## src/hdl/assert_macros.svh

```systemverilog
// assertion macros used by key_click_classifier_top
// no dependencies; pulled in by modules that carry concurrent checks
`ifndef ASSERT_MACROS_SVH
`define ASSERT_MACROS_SVH

// property checked on every rising edge outside reset
`define KCC_ASSERT(lbl, clk, rstn, prop, msg) \
    lbl: assert property (@(posedge clk) disable iff (!(rstn)) (prop)) else $error(msg);

// property checked on every rising edge, reset included
`define KCC_ASSERT_ALWAYS(lbl, clk, prop, msg) \
    lbl: assert property (@(posedge clk) (prop)) else $error(msg);

`endif

```

## src/hdl/kcc_pkg.sv

```systemverilog
// types and constants for the key click classifier
// no dependencies; imported by key_click_classifier_top and the bench files
package kcc_pkg;

    // configuration register indexes (word address)
    localparam logic [1:0] REG_DEBOUNCE_TICKS = 2'd0;
    localparam logic [1:0] REG_LONG_LIMIT     = 2'd1;
    localparam logic [1:0] REG_DOUBLE_WINDOW  = 2'd2;

    // register reset values
    localparam logic [7:0] DEBOUNCE_RESET = 8'd2;
    localparam logic [7:0] LONG_RESET     = 8'd69;
    localparam logic [7:0] WINDOW_RESET   = 8'd20;

    localparam logic [7:0] COUNT_MAX = 8'hFF;

    // one result transaction
    typedef struct packed {
        logic single_click;
        logic double_click;
        logic long_press;
    } result_t;

    // saturating increment of an 8-bit counter
    function automatic logic [7:0] sat_inc(input logic [7:0] v);
        logic [7:0] r;
        r = (v == COUNT_MAX) ? v : v + 8'd1;
        return r;
    endfunction

endpackage

```

## src/hdl/key_click_classifier_top.sv

```systemverilog
// key click classifier: single, double and long press events from one key
// depends on kcc_pkg and assert_macros.svh
`include "assert_macros.svh"

// Accepts key samples and returns exactly one result transaction per sample
// (single_click, double_click, long_press pulses). Each sample is classified in the
// cycle it is accepted: the classifier state registers and a single level of
// counter/compare logic feed a result register, so the throughput is one sample per
// cycle while s_ready is high. A two-entry output buffer (result register plus a skid
// register) lets a sample be taken while a finished result still waits; s_ready drops
// only when both entries are full. The user must write the three thresholds over the
// APB port at byte addresses 0 (debounce_ticks), 4 (long_limit) and 8 (double_window)
// only while no transaction is in flight; the block does not enforce this.
module key_click_classifier_top (
    input  logic        aclk,
    input  logic        aresetn,
    // input channel
    input  logic        s_valid,
    output logic        s_ready,
    input  logic        s_key_down,
    // result channel
    output logic        m_valid,
    input  logic        m_ready,
    output logic        m_single_click,
    output logic        m_double_click,
    output logic        m_long_press,
    // configuration port
    input  logic        psel,
    input  logic        penable,
    input  logic        pwrite,
    input  logic [3:0]  paddr,
    input  logic [31:0] pwdata,
    output logic [31:0] prdata,
    output logic        pready
);
    import kcc_pkg::*;

    logic [7:0] debounce_reg, long_reg, window_reg;
    logic [7:0] hold_count_reg, hold_count_next;
    logic       press_seen_reg, press_seen_next;
    logic       window_open_reg, window_open_next;
    logic [7:0] window_count_reg, window_count_next;

    result_t    res_calc;
    result_t    out_reg, skid_reg;
    logic       out_valid_reg, skid_valid_reg;

    logic       in_accept, out_load, skid_load, skid_move;
    logic       cfg_write;
    logic [7:0] hold_inc, win_inc;
    logic       lng, dbl;

    // configuration registers
    assign pready    = 1'b1;
    assign cfg_write = psel && penable && pwrite && pready;

    always_ff @(posedge aclk) begin
        if (!aresetn) begin
            debounce_reg <= DEBOUNCE_RESET;
            long_reg     <= LONG_RESET;
            window_reg   <= WINDOW_RESET;
        end else if (cfg_write) begin
            case (paddr[3:2])
                REG_DEBOUNCE_TICKS: debounce_reg <= pwdata[7:0];
                REG_LONG_LIMIT:     long_reg     <= pwdata[7:0];
                REG_DOUBLE_WINDOW:  window_reg   <= pwdata[7:0];
                default: ;
            endcase
        end
    end

    // register readback
    always_comb begin
        case (paddr[3:2])
            REG_DEBOUNCE_TICKS: prdata = {24'd0, debounce_reg};
            REG_LONG_LIMIT:     prdata = {24'd0, long_reg};
            REG_DOUBLE_WINDOW:  prdata = {24'd0, window_reg};
            default:            prdata = 32'd0;
        endcase
    end

    // handshake
    assign s_ready   = !skid_valid_reg;
    assign in_accept = s_valid && s_ready;

    // classify one tick
    always_comb begin
        hold_count_next   = hold_count_reg;
        press_seen_next   = press_seen_reg;
        window_open_next  = window_open_reg;
        window_count_next = window_count_reg;
        res_calc          = '0;
        hold_inc          = sat_inc(hold_count_reg);
        win_inc           = 8'd0;
        lng               = 1'b0;
        dbl               = 1'b0;
        if (s_key_down) begin
            // key held: count hold time, recognise press at debounce count
            hold_count_next = hold_inc;
            if (hold_inc == debounce_reg) begin
                press_seen_next = 1'b1;
            end
        end else begin
            // release tick
            lng = hold_count_reg > long_reg;
            dbl = press_seen_reg && window_open_reg;
            if (dbl) begin
                window_open_next  = 1'b0;
                window_count_next = 8'd0;
            end else if (press_seen_reg && !lng) begin
                window_open_next = 1'b1;
            end
            // window runs only while key is up
            if (window_open_next) begin
                win_inc = sat_inc(window_count_next);
                if (win_inc > window_reg) begin
                    res_calc.single_click = 1'b1;
                    window_count_next     = 8'd0;
                    window_open_next      = 1'b0;
                end else begin
                    window_count_next = win_inc;
                end
            end
            res_calc.double_click = dbl;
            res_calc.long_press   = lng;
            hold_count_next       = 8'd0;
            press_seen_next       = 1'b0;
        end
    end

    // classifier state
    always_ff @(posedge aclk) begin
        if (!aresetn) begin
            hold_count_reg   <= 8'd0;
            press_seen_reg   <= 1'b0;
            window_open_reg  <= 1'b0;
            window_count_reg <= 8'd0;
        end else if (in_accept) begin
            hold_count_reg   <= hold_count_next;
            press_seen_reg   <= press_seen_next;
            window_open_reg  <= window_open_next;
            window_count_reg <= window_count_next;
        end
    end

    // output buffer: result register plus skid entry
    assign skid_move = skid_valid_reg && m_ready;
    assign out_load  = in_accept && (!out_valid_reg || m_ready);
    assign skid_load = in_accept && out_valid_reg && !m_ready;

    always_ff @(posedge aclk) begin
        if (!aresetn) begin
            out_valid_reg  <= 1'b0;
            skid_valid_reg <= 1'b0;
        end else begin
            if (skid_move) begin
                out_valid_reg  <= 1'b1;
                skid_valid_reg <= 1'b0;
            end else if (out_load) begin
                out_valid_reg <= 1'b1;
            end else if (m_ready) begin
                out_valid_reg <= 1'b0;
            end
            if (skid_load) begin
                skid_valid_reg <= 1'b1;
            end
        end
    end

    // result payload
    always_ff @(posedge aclk) begin
        if (skid_move) begin
            out_reg <= skid_reg;
        end else if (out_load) begin
            out_reg <= res_calc;
        end
        if (skid_load) begin
            skid_reg <= res_calc;
        end
    end

    assign m_valid        = out_valid_reg;
    assign m_single_click = out_reg.single_click;
    assign m_double_click = out_reg.double_click;
    assign m_long_press   = out_reg.long_press;

    // checks
    `KCC_ASSERT(a_skid_needs_out, aclk, aresetn, skid_valid_reg |-> out_valid_reg,
        "skid entry full while result register empty")
    `KCC_ASSERT(a_dbl_no_single, aclk, aresetn,
        m_valid |-> !(m_double_click && m_single_click),
        "double click and single click in one transaction")
    `KCC_ASSERT(a_release_clears, aclk, aresetn,
        (in_accept && !s_key_down) |=> (hold_count_reg == 8'd0 && !press_seen_reg),
        "hold state not cleared on release")

endmodule

```

## config.mk

```make
export PLATFORM = sky130hd
export DESIGN_NAME = key_click_classifier_top
export DESIGN_NICKNAME = d
export VERILOG_FILES = /design/src/hdl/kcc_pkg.sv /design/src/hdl/key_click_classifier_top.sv
export VERILOG_INCLUDE_DIRS = /design/src /design/src/hdl
export SDC_FILE = /design/constraint.sdc
export NUM_CORES = 1
export LEC_CHECK = 0
export ABC_CLOCK_PERIOD_IN_PS = 6200
export BUFFER_PORTS_ARGS = -buffer_cell sky130_fd_sc_hd__buf_2
export CAP_MARGIN = 10
export CORE_MARGIN = 8
export CORE_UTILIZATION = 58
export DETAILED_ROUTE_END_ITERATION = 16
export GPL_TIMING_DRIVEN = 0
export PLACE_DENSITY = 0.88
export SKIP_CTS_REPAIR_TIMING = 1
export SLEW_MARGIN = 10
export SYNTH_ARGS = -nofsm -noshare
export SYNTH_HDL_FRONTEND = slang
export SYNTH_SLANG_ARGS = --single-unit
```

## constraint.sdc

```tcl
create_clock -name aclk -period 6.2 [get_ports aclk]
set_input_delay 0 -clock aclk [delete_from_list [all_inputs] [get_ports aclk]]
set_output_delay 0 -clock aclk [all_outputs]
set_load 0.01 [all_outputs]
```

==> summary.md, run 1 <==
| Metric | Value |
|---|---|
| Register share of total power | `0.475` |
| CP max stage cell | `dfxtp_1` |
| Fin crit share | `0.581` |
| Worst setup margin | `2.60 ns` |
| Clock sinks | `50` |
| Syn Inst Count | `404` |
| Drt wl/cell | `15.2 um` |
| Pwr dens | `184 mW/mm^2` |
| Yosys warning total | `0` |
| Area contributors post-synth | `dfxtp_1, mux2i_1, ha_1, buf_4, nand2_1` |
| Non-filler instance count after layout | `544` |
| Largest net degree at the start of global routing | `16` |
| Setup WS pre-CTS | `2.70 ns` |
| Synth unique cells | `56` |
| Post-layout minimum cycle time | `3.60 ns` |
| Register area share after synthesis | `0.322` |
| Hold Fails Final Rpt | `0` |
| Fin Setup TNS | `0 ns` |
| Crit path largest cell delay | `0.43 ns` |
| First-pass GRT wire length | `13400 um` |
| Req. time, crit path | `6.27 ns` |
| Gr ovfl total | `0` |
| Rel. slew slack | `0.392` |
| Buf/Inv on CP | `1` |
| CTS root buffer | `clkbuf_8` |
| Starting Density | `0.599` |
| CP Cell Sequence | `nand2_2 -> and2_1 -> clkbuf_1 -> ha_1 -> and3_1 -> nand4_1 -> nand4_1 -> nor2_1 -> xnor2_1 -> nor2_1 -> ha_1 -> a21oi_1 -> o21ai_0 -> o22ai_2 -> nor3_1 -> mux2_1` |
| Synth area leader | `dfxtp_1` |
| Total CTS buffers | `5` |
| Row count | `27` |
| Initial antenna violation count | `0` |
| Diode count | `0` |
| Vias per cell | `5.63` |
| H-tree depth | `2` |
| Via Count | `3063` |
| Setup Skew | `0.0127 ns` |
| Crit. End Element | `register` |
| Number of synthesized register bits | `50` |
| Asr flop ratio synth | `0` |
| Area Growth Syn to Fin | `16.5%` |
| Hold WC Path Type | `input pin to register` |
| Clk buf depth | `2` |
| DIE HEIGHT | `91.4 um` |
| Combinational share of power | `0.118` |
| Area after DPL | `0.00362 mm^2` |
| Post-Route WL | `8290 um` |
| Final net count | `533` |
| CP delay by family, top | `simple AND/OR/NAND/NOR gates` |
| RSZ-0062 raised after global routing | `no` |
| Pint | `541 uW` |
| Post-route ant nets | `0` |
| Fraction of layout cells with a size suffix above 1 | `0.169` |
| Routability cong. | `0.904` |
| Net Sw Frac | `0.237` |
| EDFF count, synth | `6` |
| Crit Path Max Fanout | `8` |
| Maximum clock frequency | `277 MHz` |
| DRC | `0` |
| Worst vdd ir | `0.000134 V` |
| CTS tree | `built` |
| Status | `completed` |
| Initial drt markers | `204` |
| Vias in the first global route | `2916` |
| Mapped cell area | `0.00330 mm^2` |
| DP HPWL | `6020 um` |
| Die area | `0.00836 mm^2` |
| Synth Area per Inst | `8.16 um^2` |
| Pwr Total | `709 uW` |
| Final setup fails | `0` |
| Worst Tran Pin Value | `0.907 ns` |
| Final Slew Violations | `0` |
| Final instance area | `0.00384 mm^2` |
| LEAKAGE | `1.70 nW` |
| Drt pass-1 iters | `4` |
| Critical path class | `register to register` |
| Placed cells | `528` |
| Switching power | `168 uW` |
| Clock share of power | `0.407` |
| Die width | `91.4 um` |
| Clock latency on the worst-skew pair | `0.31 ns` |
| Dominant synthesized flop cell | `dfxtp_1` |
| Core Region | `0.00551 mm^2` |
| Post-synth top area share | `0.267` |
| GRT Util Overall | `0.191` |
| Critical path arrival | `3.67 ns` |
| IO Pins | `82` |
| Max-capacitance violation count | `0` |
| Worst-path clk slew | `0.09 ns` |
| Startpoint class of the critical path | `register` |
| Port Buffers | `29` |
## layout by cell type (no fill, tap or decap), drive strengths merged, types with 3 or more instances in the layout
cell type    count
a21oi           23
and2             7
and3             8
buf             60
clkbuf          16
conb            25
dfxtp           44
dlygate4sd3      8
edfxtp           6
ha              18
inv             26
mux2             4
mux2i           23
nand2           52
nand3           18
nand4            7
nor2            36
nor2b            6
nor3             9
o211ai           3
o21a             3
o21ai           16
o22ai            6
o32ai            4
xnor2            8
xor2             5
## routing by layer
metal | part of all wire | global-route usage | vias to the layer above
met5 | 0 | 0 | -
met4 | 0.022 | 0.0859 | 0
met2 | 0.46 | 0.306 | 159
met1 | 0.44 | 0.238 | 1393
li1 | - | - | 1493
met3 | 0.075 | 0.0444 | 18
## path summary, 6_finish.rpt
kind                                              startpoint                               end  slack (ns)  cells after the start
worst min register to register      long_reg[4]$_SDFFE_PN0P_          long_reg[4]$_SDFFE_PN0P_        0.48                      2
worst max register to register  window_open_reg$_SDFFE_PN0P_          m_single_click$_DFFE_PP_        2.60                     16
worst min-delay path                                 aresetn  window_count_reg[7]$_SDFFE_PN0P_        0.03                      3
worst max-delay path            window_open_reg$_SDFFE_PN0P_          m_single_click$_DFFE_PP_        2.60                     16
## tightest hold or removal path, cell delays in order
cell and delay, ns:
buf_4 0.16, nand2_1 0.07, o22ai_1 0.06
## final cells by class
type / instances / area, um^2
fillers: 427 / 1660
flip-flops and latches: 50 / 1060
inverters: 26 / 97.6
clock buffers: 6 / 82.6
plain buffers: 41 / 256
multi-input cells: 310 / 1970
well taps: 72 / 90.1
repair buffers: 37 / 225
clock inverters: 2 / 60.1
## stage by stage
stage / hold slack [ns] / util
2_1_floorplan: 0.128 / -
3_3_place_gp: 0.260 / 0.657
3_5_place_dp: 0.270 / 0.657
4_1_cts: -0.0553 / 0.683
5_1_grt: 0.0200 / 0.698
6_report: 0.0319 / 0.698
## logic make-up after synthesis
family / share of synthesized area
muxes: 0.0835
and+or+nand+nor: 0.226
adders and majority gates: 0.0683
other: 0.00228
xor gates and xnor gates: 0.0345
DFF: 0.322
AOI/OAI and AO/OA: 0.156
buffers and inverters: 0.107
## power groups by stage
| stage | Sequential [mW] | Clock [mW] | Combinational (mW) |
|---|---|---|---|
| detailed placement | 0.344 | 0 | 0.0771 |
| CTS | 0.337 | 0.291 | 0.0776 |
| floorplan | 0.344 | 0 | 0.0547 |
| finish | 0.337 | 0.288 | 0.0834 |
| global route | 0.338 | 0.302 | 0.0912 |
| global placement | 0.344 | 0 | 0.0753 |
## cell usage after synthesis (6+ instances only)
cell type	number
edfxtp_1	6
and2_1	7
o21ai_0	15
a21oi_1	23
inv_1	26
and3_1	8
mux2i_1	23
nand3_1	18
nor2_1	36
dfxtp_1	44
nand4_1	7
ha_1	18
buf_4	26
nor3_1	7
nand2_1	50
xnor2_1	8
clkbuf_1	10
Note: power is estimated with default switching activity, not from simulation.
==> run 2: changes to the inputs <==
--- a/config.mk
+++ b/config.mk
@@ -6,14 +6,14 @@
 export SDC_FILE = /design/constraint.sdc
 export NUM_CORES = 1
 export LEC_CHECK = 0
-export ABC_CLOCK_PERIOD_IN_PS = 6200
+export ABC_CLOCK_PERIOD_IN_PS = 3700
 export BUFFER_PORTS_ARGS = -buffer_cell sky130_fd_sc_hd__buf_2
 export CAP_MARGIN = 10
 export CORE_MARGIN = 8
-export CORE_UTILIZATION = 58
+export CORE_UTILIZATION = 54
 export DETAILED_ROUTE_END_ITERATION = 16
 export GPL_TIMING_DRIVEN = 0
-export PLACE_DENSITY = 0.88
+export PLACE_DENSITY = 0.83
 export SKIP_CTS_REPAIR_TIMING = 1
 export SLEW_MARGIN = 10
 export SYNTH_ARGS = -nofsm -noshare
==> constraint.sdc (replaced) <==
create_clock -name aclk -period 3.7 [get_ports aclk]
set_input_delay 0 -clock aclk [delete_from_list [all_inputs] [get_ports aclk]]
set_output_delay 0 -clock aclk [all_outputs]
set_load 0.01 [all_outputs]
==> run 2 against run 1 <==
Compared with the run above:
- die area up 6.1%
- non-clock buffer count up 1
- maximum frequency up 4.3%
- final area down 0.49%
- critical path type unchanged
- highest routed layer unchanged
==> summary.md, run 2 (synthesis gave the netlist of run 1 again) <==
| Metric | Value |
|---|---|
| Status | `completed` |
| Net Sw Frac | `0.264 (+0.0271)` |
| Clock sinks | `50 (unchanged)` |
| Total CTS buffers | `5 (unchanged)` |
| Largest net degree at the start of global routing | `16 (unchanged)` |
| Post-route ant nets | `0 (unchanged)` |
| CP Cell Sequence | `nand2_4 -> and2_1 -> clkbuf_1 -> ha_2 -> and3_1 -> nand4_1 -> nand4_1 -> nor2_2 -> xnor2_1 -> nor2_1 -> ha_1 -> a21oi_1 -> o21ai_0 -> o22ai_2 -> nor3_1 -> mux2_1` |
| Initial drt markers | `172 (-16%)` |
| Rel. slew slack | `0.389 (-0.00324)` |
| Final core utilization | `0.646 (-0.0520)` |
| Startpoint class of the critical path | `register` |
| Most frequent cells in the layout | `nand2_1, dfxtp_1, nor2_1, buf_2, buf_4` |
| Hold Fails Final Rpt | `0 (unchanged)` |
| Register share of total power | `0.540 (+0.065)` |
| Clock latency on the worst-skew pair | `0.31 ns (about the same)` |
| Die width | `94.2 um (+3.0%)` |
| Combinational share of power | `0.134 (+0.016)` |
| Port Buffers | `29 (unchanged)` |
| Placed cells | `531 (+0.57%)` |
| CTS root buffer | `clkbuf_8` |
| Critical path arrival | `3.51 ns (-0.16 ns)` |
| Worst Tran Pin Value | `0.912 ns (+0.00483 ns)` |
| GRT Util Overall | `0.179 (-0.0122)` |
| Starting Density | `0.557 (-0.0419)` |
| Post-layout minimum cycle time | `3.46 ns (-0.147 ns)` |
| Max-capacitance violation count | `0 (unchanged)` |
| Via Count | `3008 (-1.8%)` |
| Final Slew Violations | `0 (unchanged)` |
| CP delay by family, top | `simple AND/OR/NAND/NOR gates` |
| Post-Route WL | `8220 um (-0.84%)` |
| Pwr Total | `1.04 mW (+47%)` |
| Final net count | `534 (+0.19%)` |
| Buf/Inv on CP | `1 (unchanged)` |
| Drt pass-1 iters | `5 (+1)` |
| # fillers | `506 (+19%)` |
| Initial antenna violation count | `0 (unchanged)` |
| LEAKAGE | `1.69 nW (-0.36%)` |
| First-pass GRT wire length | `12900 um (-3.5%)` |
| Pint | `767 uW (+42%)` |
| Crit path largest cell delay | `0.38 ns (-0.05 ns)` |
| Vias in the first global route | `2818 (-3.4%)` |
| DRC | `0 (unchanged)` |
| Commonest non-fill, non-tap cell in the layout | `nand2_1` |
| Fin crit share | `0.934 (+0.353)` |
| DP HPWL | `6150 um (+2.2%)` |
| Crit path top cell by count | `nand4_1` |
| Crit Path Max Fanout | `8 (unchanged)` |
| Clock share of power | `0.326 (-0.081)` |
| CTS tree | `built` |
| Maximum clock frequency | `289 MHz (+4.3%)` |
| H-tree depth | `2 (unchanged)` |
| Crit. End Element | `register` |
| Gr ovfl total | `0 (unchanged)` |
| Fin Setup TNS | `0 ns (unchanged)` |
| Req. time, crit path | `3.76 ns (-2.51 ns)` |
| Routability cong. | `0.878 (-2.9%)` |
| IO Pins | `82 (unchanged)` |
| Drt wl/cell | `15.0 um (-1.6%)` |
| Switching power | `275 uW (+64%)` |
| DIE HEIGHT | `94.2 um (+3.0%)` |
| Row count | `28 (+3.7%)` |
| Worst-path clk slew | `0.09 ns (about the same)` |
| Pwr dens | `272 mW/mm^2 (+48%)` |
| CP max stage cell | `dfxtp_4` |
| Worst vdd ir | `0.000250 V (+87%)` |
| Setup WS pre-CTS | `0.143 ns (-2.56 ns)` |
| Diode count | `0 (unchanged)` |
| Area Growth Syn to Fin | `15.9%` |
| Non-filler instance count after layout | `548 (+0.74%)` |
| Setup Skew | `0.00801 ns (-0.00464 ns)` |
| Hold WC Path Type | `input pin to register` |
| Critical path class | `register to register` |
| Clk buf depth | `2 (unchanged)` |
| RSZ-0062 raised after global routing | `no` |
| Die area | `0.00886 mm^2 (+6.1%)` |
| Vias per cell | `5.49 (-2.5%)` |
| Fraction of layout cells with a size suffix above 1 | `0.180 (+0.0102)` |
| Core Region | `0.00592 mm^2 (+7.5%)` |
| Worst setup margin | `0.244 ns (-2.35 ns)` |
| Final setup fails | `0 (unchanged)` |
==> run 2: power groups by stage <==
| stage | Clock, mW | Sequential, mW | Combinational [mW] |
|---|---|---|---|
| final | 0.339 | 0.563 | 0.139 |
| after detailed placement | 0 | 0.577 | 0.130 |
| after CTS | 0.350 | 0.564 | 0.130 |
| after global routing | 0.368 | 0.564 | 0.153 |
| after global placement | 0 | 0.576 | 0.127 |
| after floorplan | 0 | 0.576 | 0.0917 |
==> run 2: routing by layer <==
layer	vias up	GRT usage	share of wire
met5	-	0	0
met1	1369	0.220	0.43
li1	1494	-	-
met3	10	0.0392	0.082
met2	135	0.300	0.48
met4	0	0.0594	0.015
==> run 2: layout make-up <==
cell class,instances,area [um^2],area share
buffer,41,256,0.0671
clock buffer,6,82.6,0.0216
clock inverter,2,12.5,0.00327
inverter,26,97.6,0.0255
multi-input combinational,310,1980,0.518
sequential,50,1070,0.279
tap,75,93.8,0.0245
timing repair buffer,38,233,0.0609
==> run 2: worst register-to-register path, stage by stage, from the launching register on <==
cell      delay, ns
dfxtp_4        0.38
nand2_4        0.11
and2_1         0.13
clkbuf_1       0.19
ha_2           0.25
and3_1         0.16
nand4_1        0.24
nand4_1        0.23
nor2_2         0.07
xnor2_1        0.20
nor2_1         0.08
ha_1           0.30
a21oi_1        0.13
o21ai_0        0.10
o22ai_2        0.24
nor3_1         0.12
mux2_1         0.29
==> run 2: worst paths after layout <==
| kind | startpoint | end | slack (ns) | depth (start not counted) |
|---|---|---|---|---|
| hold / removal | aresetn | window_count_reg[1]$_SDFFE_PN0P_ | 0.03 | 3 |
| hold reg to reg | long_reg[4]$_SDFFE_PN0P_ | long_reg[4]$_SDFFE_PN0P_ | 0.48 | 2 |
| setup / recovery | press_seen_reg$_SDFFE_PN0P_ | m_single_click$_DFFE_PP_ | 0.24 | 16 |
| setup reg to reg | press_seen_reg$_SDFFE_PN0P_ | m_single_click$_DFFE_PP_ | 0.24 | 16 |
==> run 2: through the flow <==
stage          hold slack (ns)  area [um^2]
2_1_floorplan            0.128         3380
3_3_place_gp             0.264         3620
3_5_place_dp             0.276         3620
4_1_cts                -0.0517         3720
5_1_grt                 0.0132         3820
6_report                0.0276         3820
==> run 3: changes to the inputs <==
--- a/config.mk
+++ b/config.mk
@@ -6,6 +6,7 @@
 export SDC_FILE = /design/constraint.sdc
 export NUM_CORES = 1
 export LEC_CHECK = 0
+export ABC_AREA = 1
 export ABC_CLOCK_PERIOD_IN_PS = 3700
 export BUFFER_PORTS_ARGS = -buffer_cell sky130_fd_sc_hd__buf_2
 export CAP_MARGIN = 10
@@ -13,6 +14,7 @@
 export CORE_UTILIZATION = 54
 export DETAILED_ROUTE_END_ITERATION = 16
 export GPL_TIMING_DRIVEN = 0
+export HOLD_SLACK_MARGIN = 0.02
 export PLACE_DENSITY = 0.83
 export SKIP_CTS_REPAIR_TIMING = 1
 export SLEW_MARGIN = 10
==> run 3 against run 2 <==
Compared with the run above:
- power fell by 0.12%
- synthesized cell count rose by 15%
- critical path type unchanged
- combinational power is essentially flat
- maximum frequency rose by 10%
- sequential power is 0.7% higher
- first-iteration DRC count down 8.1%
- global-route usage about the same
- routed wire length decreased by 3.2%
- worst setup slack gained 0.32 ns
- core utilization down 1.2 points
- critical endpoint unchanged
==> summary.md, run 3 <==
| Metric | Value |
|---|---|
| Total CTS buffers | `5 (unchanged)` |
| Vias per cell | `5.17 (-5.9%)` |
| Clock latency on the worst-skew pair | `0.30 ns (about the same)` |
| LEAKAGE | `1.76 nW (+3.8%)` |
| Rel. slew slack | `0.637 (+0.248)` |
| IO Pins | `82 (unchanged)` |
| Worst Tran Pin Value | `0.545 ns (-0.367 ns)` |
| # fillers | `539 (+6.5%)` |
| Final Slew Violations | `0 (unchanged)` |
| Post-Route WL | `7960 um (-3.2%)` |
| DRC | `0 (unchanged)` |
| Worst Hold Depth | `4 (+1)` |
| Fin Setup TNS | `0 ns (unchanged)` |
| Diode count | `0 (unchanged)` |
| Startpoint class of the critical path | `register` |
| Synth cell count leaders | `nand2_1, inv_1, a21oi_1, dfxtp_1, nand3_1` |
| First-pass GRT wire length | `12900 um (-0.37%)` |
| Hold Fails Final Rpt | `0 (unchanged)` |
| Area Growth Syn to Fin | `14.9%` |
| Met3 Use GR | `0.0329 (-0.00632)` |
| Most frequent cells in the layout | `nand2_1, inv_1, a21oi_1, dfxtp_1` |
| Clk buf depth | `2 (unchanged)` |
| CP Cell Sequence | `nand2_4 -> buf_4 -> nand2_1 -> inv_1 -> ha_1 -> inv_1 -> nor2_2 -> nand2_1 -> buf_6 -> nand2_1 -> nor2_1 -> inv_1 -> ha_1 -> nand2_1 -> nor2_1 -> nand4_1 -> nand2_1 -> buf_2 -> nor2_1 -> nand3_1 -> nand2_1` |
| Most frequent cell after synthesis | `nand2_1` |
| Starting Density | `0.551 (-0.00573)` |
| Crit path top cell by count | `nand2_1` |
| CTS root buffer | `clkbuf_8` |
| Non-filler instance count after layout | `606 (+11%)` |
| Largest net degree at the start of global routing | `16 (unchanged)` |
| GR Layer Usage met2 | `0.306 (+0.00657)` |
| Placed cells | `592 (+11%)` |
| Number of synthesized register bits | `50 (unchanged)` |
| Worst-path clk slew | `0.09 ns (about the same)` |
| Reg-to-reg startpoint | `press_seen_reg$_SDFFE_PN0P_` |
| Post-synth top area share | `0.273 (+0.00601)` |
| Synth area leader | `dfxtp_1` |
| Area occupied by multi-input gates | `0.00177 mm^2 (-11%)` |
| Pwr dens | `281 mW/mm^2 (+3.0%)` |
| Dominant synthesized flop cell | `dfxtp_1` |
| CTS tree | `built` |
| Req. time, crit path | `3.76 ns (about the same)` |
| Drt pass-1 iters | `5 (unchanged)` |
| Setup Skew | `0.00962 ns (+0.00160 ns)` |
| Port Buffers | `29 (unchanged)` |
| Syn Inst Count | `465 (+15%)` |
| Met1 usage | `0.223 (+0.00296)` |
| Register share of total power | `0.545 (+0.005)` |
| Vias in the first global route | `2846 (+0.99%)` |
| Via Count | `3131 (+4.1%)` |
| GRT Util Overall | `0.179 (about the same)` |
| Status | `completed` |
| Crit Path Max Fanout | `10 (+2)` |
| Post-route ant nets | `0 (unchanged)` |
| Pint | `765 uW (-0.21%)` |
| Worst Hold Path EP | `skid_valid_reg$_SDFFE_PN0P_` |
| Clock sinks | `50 (unchanged)` |
| RSZ-0062 raised after global routing | `no` |
| Reg2Reg Depth | `21 (+5)` |
| Post-layout minimum cycle time | `3.13 ns (-0.322 ns)` |
| Core Region | `0.00585 mm^2 (-1.2%)` |
| Row count | `28 (unchanged)` |
| DP HPWL | `6260 um (+1.8%)` |
| Routability cong. | `0.966 (+10%)` |
| Drt wl/cell | `13.1 um (-12%)` |
| Pwr Total | `1.04 mW (-0.12%)` |
| Commonest non-fill, non-tap cell in the layout | `nand2_1` |
| Die width | `93.3 um (-0.92%)` |
| Die area | `0.00870 mm^2 (-1.8%)` |
| Final net count | `592 (+11%)` |
| Switching power | `276 uW (+0.11%)` |
| Worst vdd ir | `0.000179 V (-29%)` |
| DIE HEIGHT | `93.3 um (-0.92%)` |
| Initial drt markers | `158 (-8.1%)` |
| Asr flop ratio synth | `0 (unchanged)` |
| Area contributors post-synth | `dfxtp_1, nand2_1, a21oi_1, ha_1, buf_4` |
| Hold Crit Start | `m_ready` |
| H-tree depth | `2 (unchanged)` |
| EDFF count, synth | `6 (unchanged)` |
| Register-to-register setup slack | `0.57 ns (+0.32 ns)` |
| Fraction of layout cells with a size suffix above 1 | `0.156 (-0.0234)` |
| Synth Area per Inst | `6.94 um^2 (-15%)` |
| Register area share after synthesis | `0.329 (+0.00724)` |
| Max-capacitance violation count | `0 (unchanged)` |
| Final setup fails | `0 (unchanged)` |
| Critical path class | `register to register` |
| FF-to-FF End | `m_single_click$_DFFE_PP_` |
| Synth unique cells | `31 (-45%)` |
| Critical path arrival | `3.20 ns (-0.31 ns)` |
| Crit path largest cell delay | `0.42 ns (+0.04 ns)` |
| Initial antenna violation count | `0 (unchanged)` |
| CP max stage cell | `dfxtp_1` |
| Maximum clock frequency | `319 MHz (+10%)` |
| Hold slack final | `0.0243 ns (-0.00329 ns)` |
| Busiest layer in global routing | `met2` |
| Final instance area | `0.00371 mm^2 (-3.1%)` |
| Fin crit share | `0.847 (-0.0870)` |
| Area after DPL | `0.00355 mm^2 (-2.0%)` |
| Net Sw Frac | `0.265 (+0.000618)` |
| Mapped cell area | `0.00323 mm^2 (-2.2%)` |
| Register Area | `0.00106 mm^2 (-0.70%)` |
| Yosys warning total | `0 (unchanged)` |
| Clock share of power | `0.322 (-0.004)` |
| Hold WC Path Type | `input pin to register` |
| Gr ovfl total | `0 (unchanged)` |
| Crit. End Element | `register` |
| Combinational share of power | `0.134 (about the same)` |
-- run 3: how the worst max path moves through the flow --
stage                                            from                  endpoint  slack [ns]
after detailed placement  press_seen_reg$_SDFFE_PN0P_  m_single_click$_DFFE_PP_        0.62
after floorplan           press_seen_reg$_SDFFE_PN0P_  m_single_click$_DFFE_PP_        1.04
final                     press_seen_reg$_SDFFE_PN0P_  m_single_click$_DFFE_PP_        0.57
after CTS                 press_seen_reg$_SDFFE_PN0P_  m_single_click$_DFFE_PP_        0.59
after global placement    press_seen_reg$_SDFFE_PN0P_  m_single_click$_DFFE_PP_        0.71
after global routing      press_seen_reg$_SDFFE_PN0P_  m_single_click$_DFFE_PP_        0.29
-- run 3: cells by family after synthesis --
family / count (synthesis) / share of synthesized area
fa+ha+maj: 18 / 0.0698
xor+xnor: 8 / 0.0217
other cells: 2 / 0.00233
flops: 50 / 0.329
buf+inv: 97 / 0.150
simple gates: 204 / 0.279
compound gates: 86 / 0.148
-- run 3: critical path: cells and delay by family (launching register included) --
kind,cells,cell delay (ns)
fa+ha+maj,2,0.49
buf+inv,6,0.78
simple gates,13,1.22
flops,1,0.42
-- run 3: per-layer routing --
metal	vias to the layer above	part of all wire
met4	0	0.0085
met3	6	0.072
met2	122	0.47
met5	-	0
li1	1612	-
met1	1391	0.45
-- run 3: power groups by stage --
stage | sequential (mW) | clock, mW | combinational (mW)
after global routing | 0.568 | 0.362 | 0.155
final | 0.567 | 0.335 | 0.139
after detailed placement | 0.579 | 0 | 0.131
after floorplan | 0.579 | 0 | 0.0914
after CTS | 0.567 | 0.336 | 0.132
after global placement | 0.579 | 0 | 0.129
-- run 3: final cells by class --
class,instances,area share
multi-input cells,341,0.477
flip-flops and latches,50,0.286
plain buffers,40,0.0729
inverters,57,0.0577
repair buffers,35,0.0554
well taps,75,0.0253
clock buffers,6,0.0223
clock inverters,2,0.00338
-- run 3: through the flow --
stage,worst slack [ns],util
floorplan,1.04,-
detailed placement,0.617,0.607
global placement,0.705,0.607
CTS,0.592,0.623
global route,0.290,0.633
finish,0.566,0.633
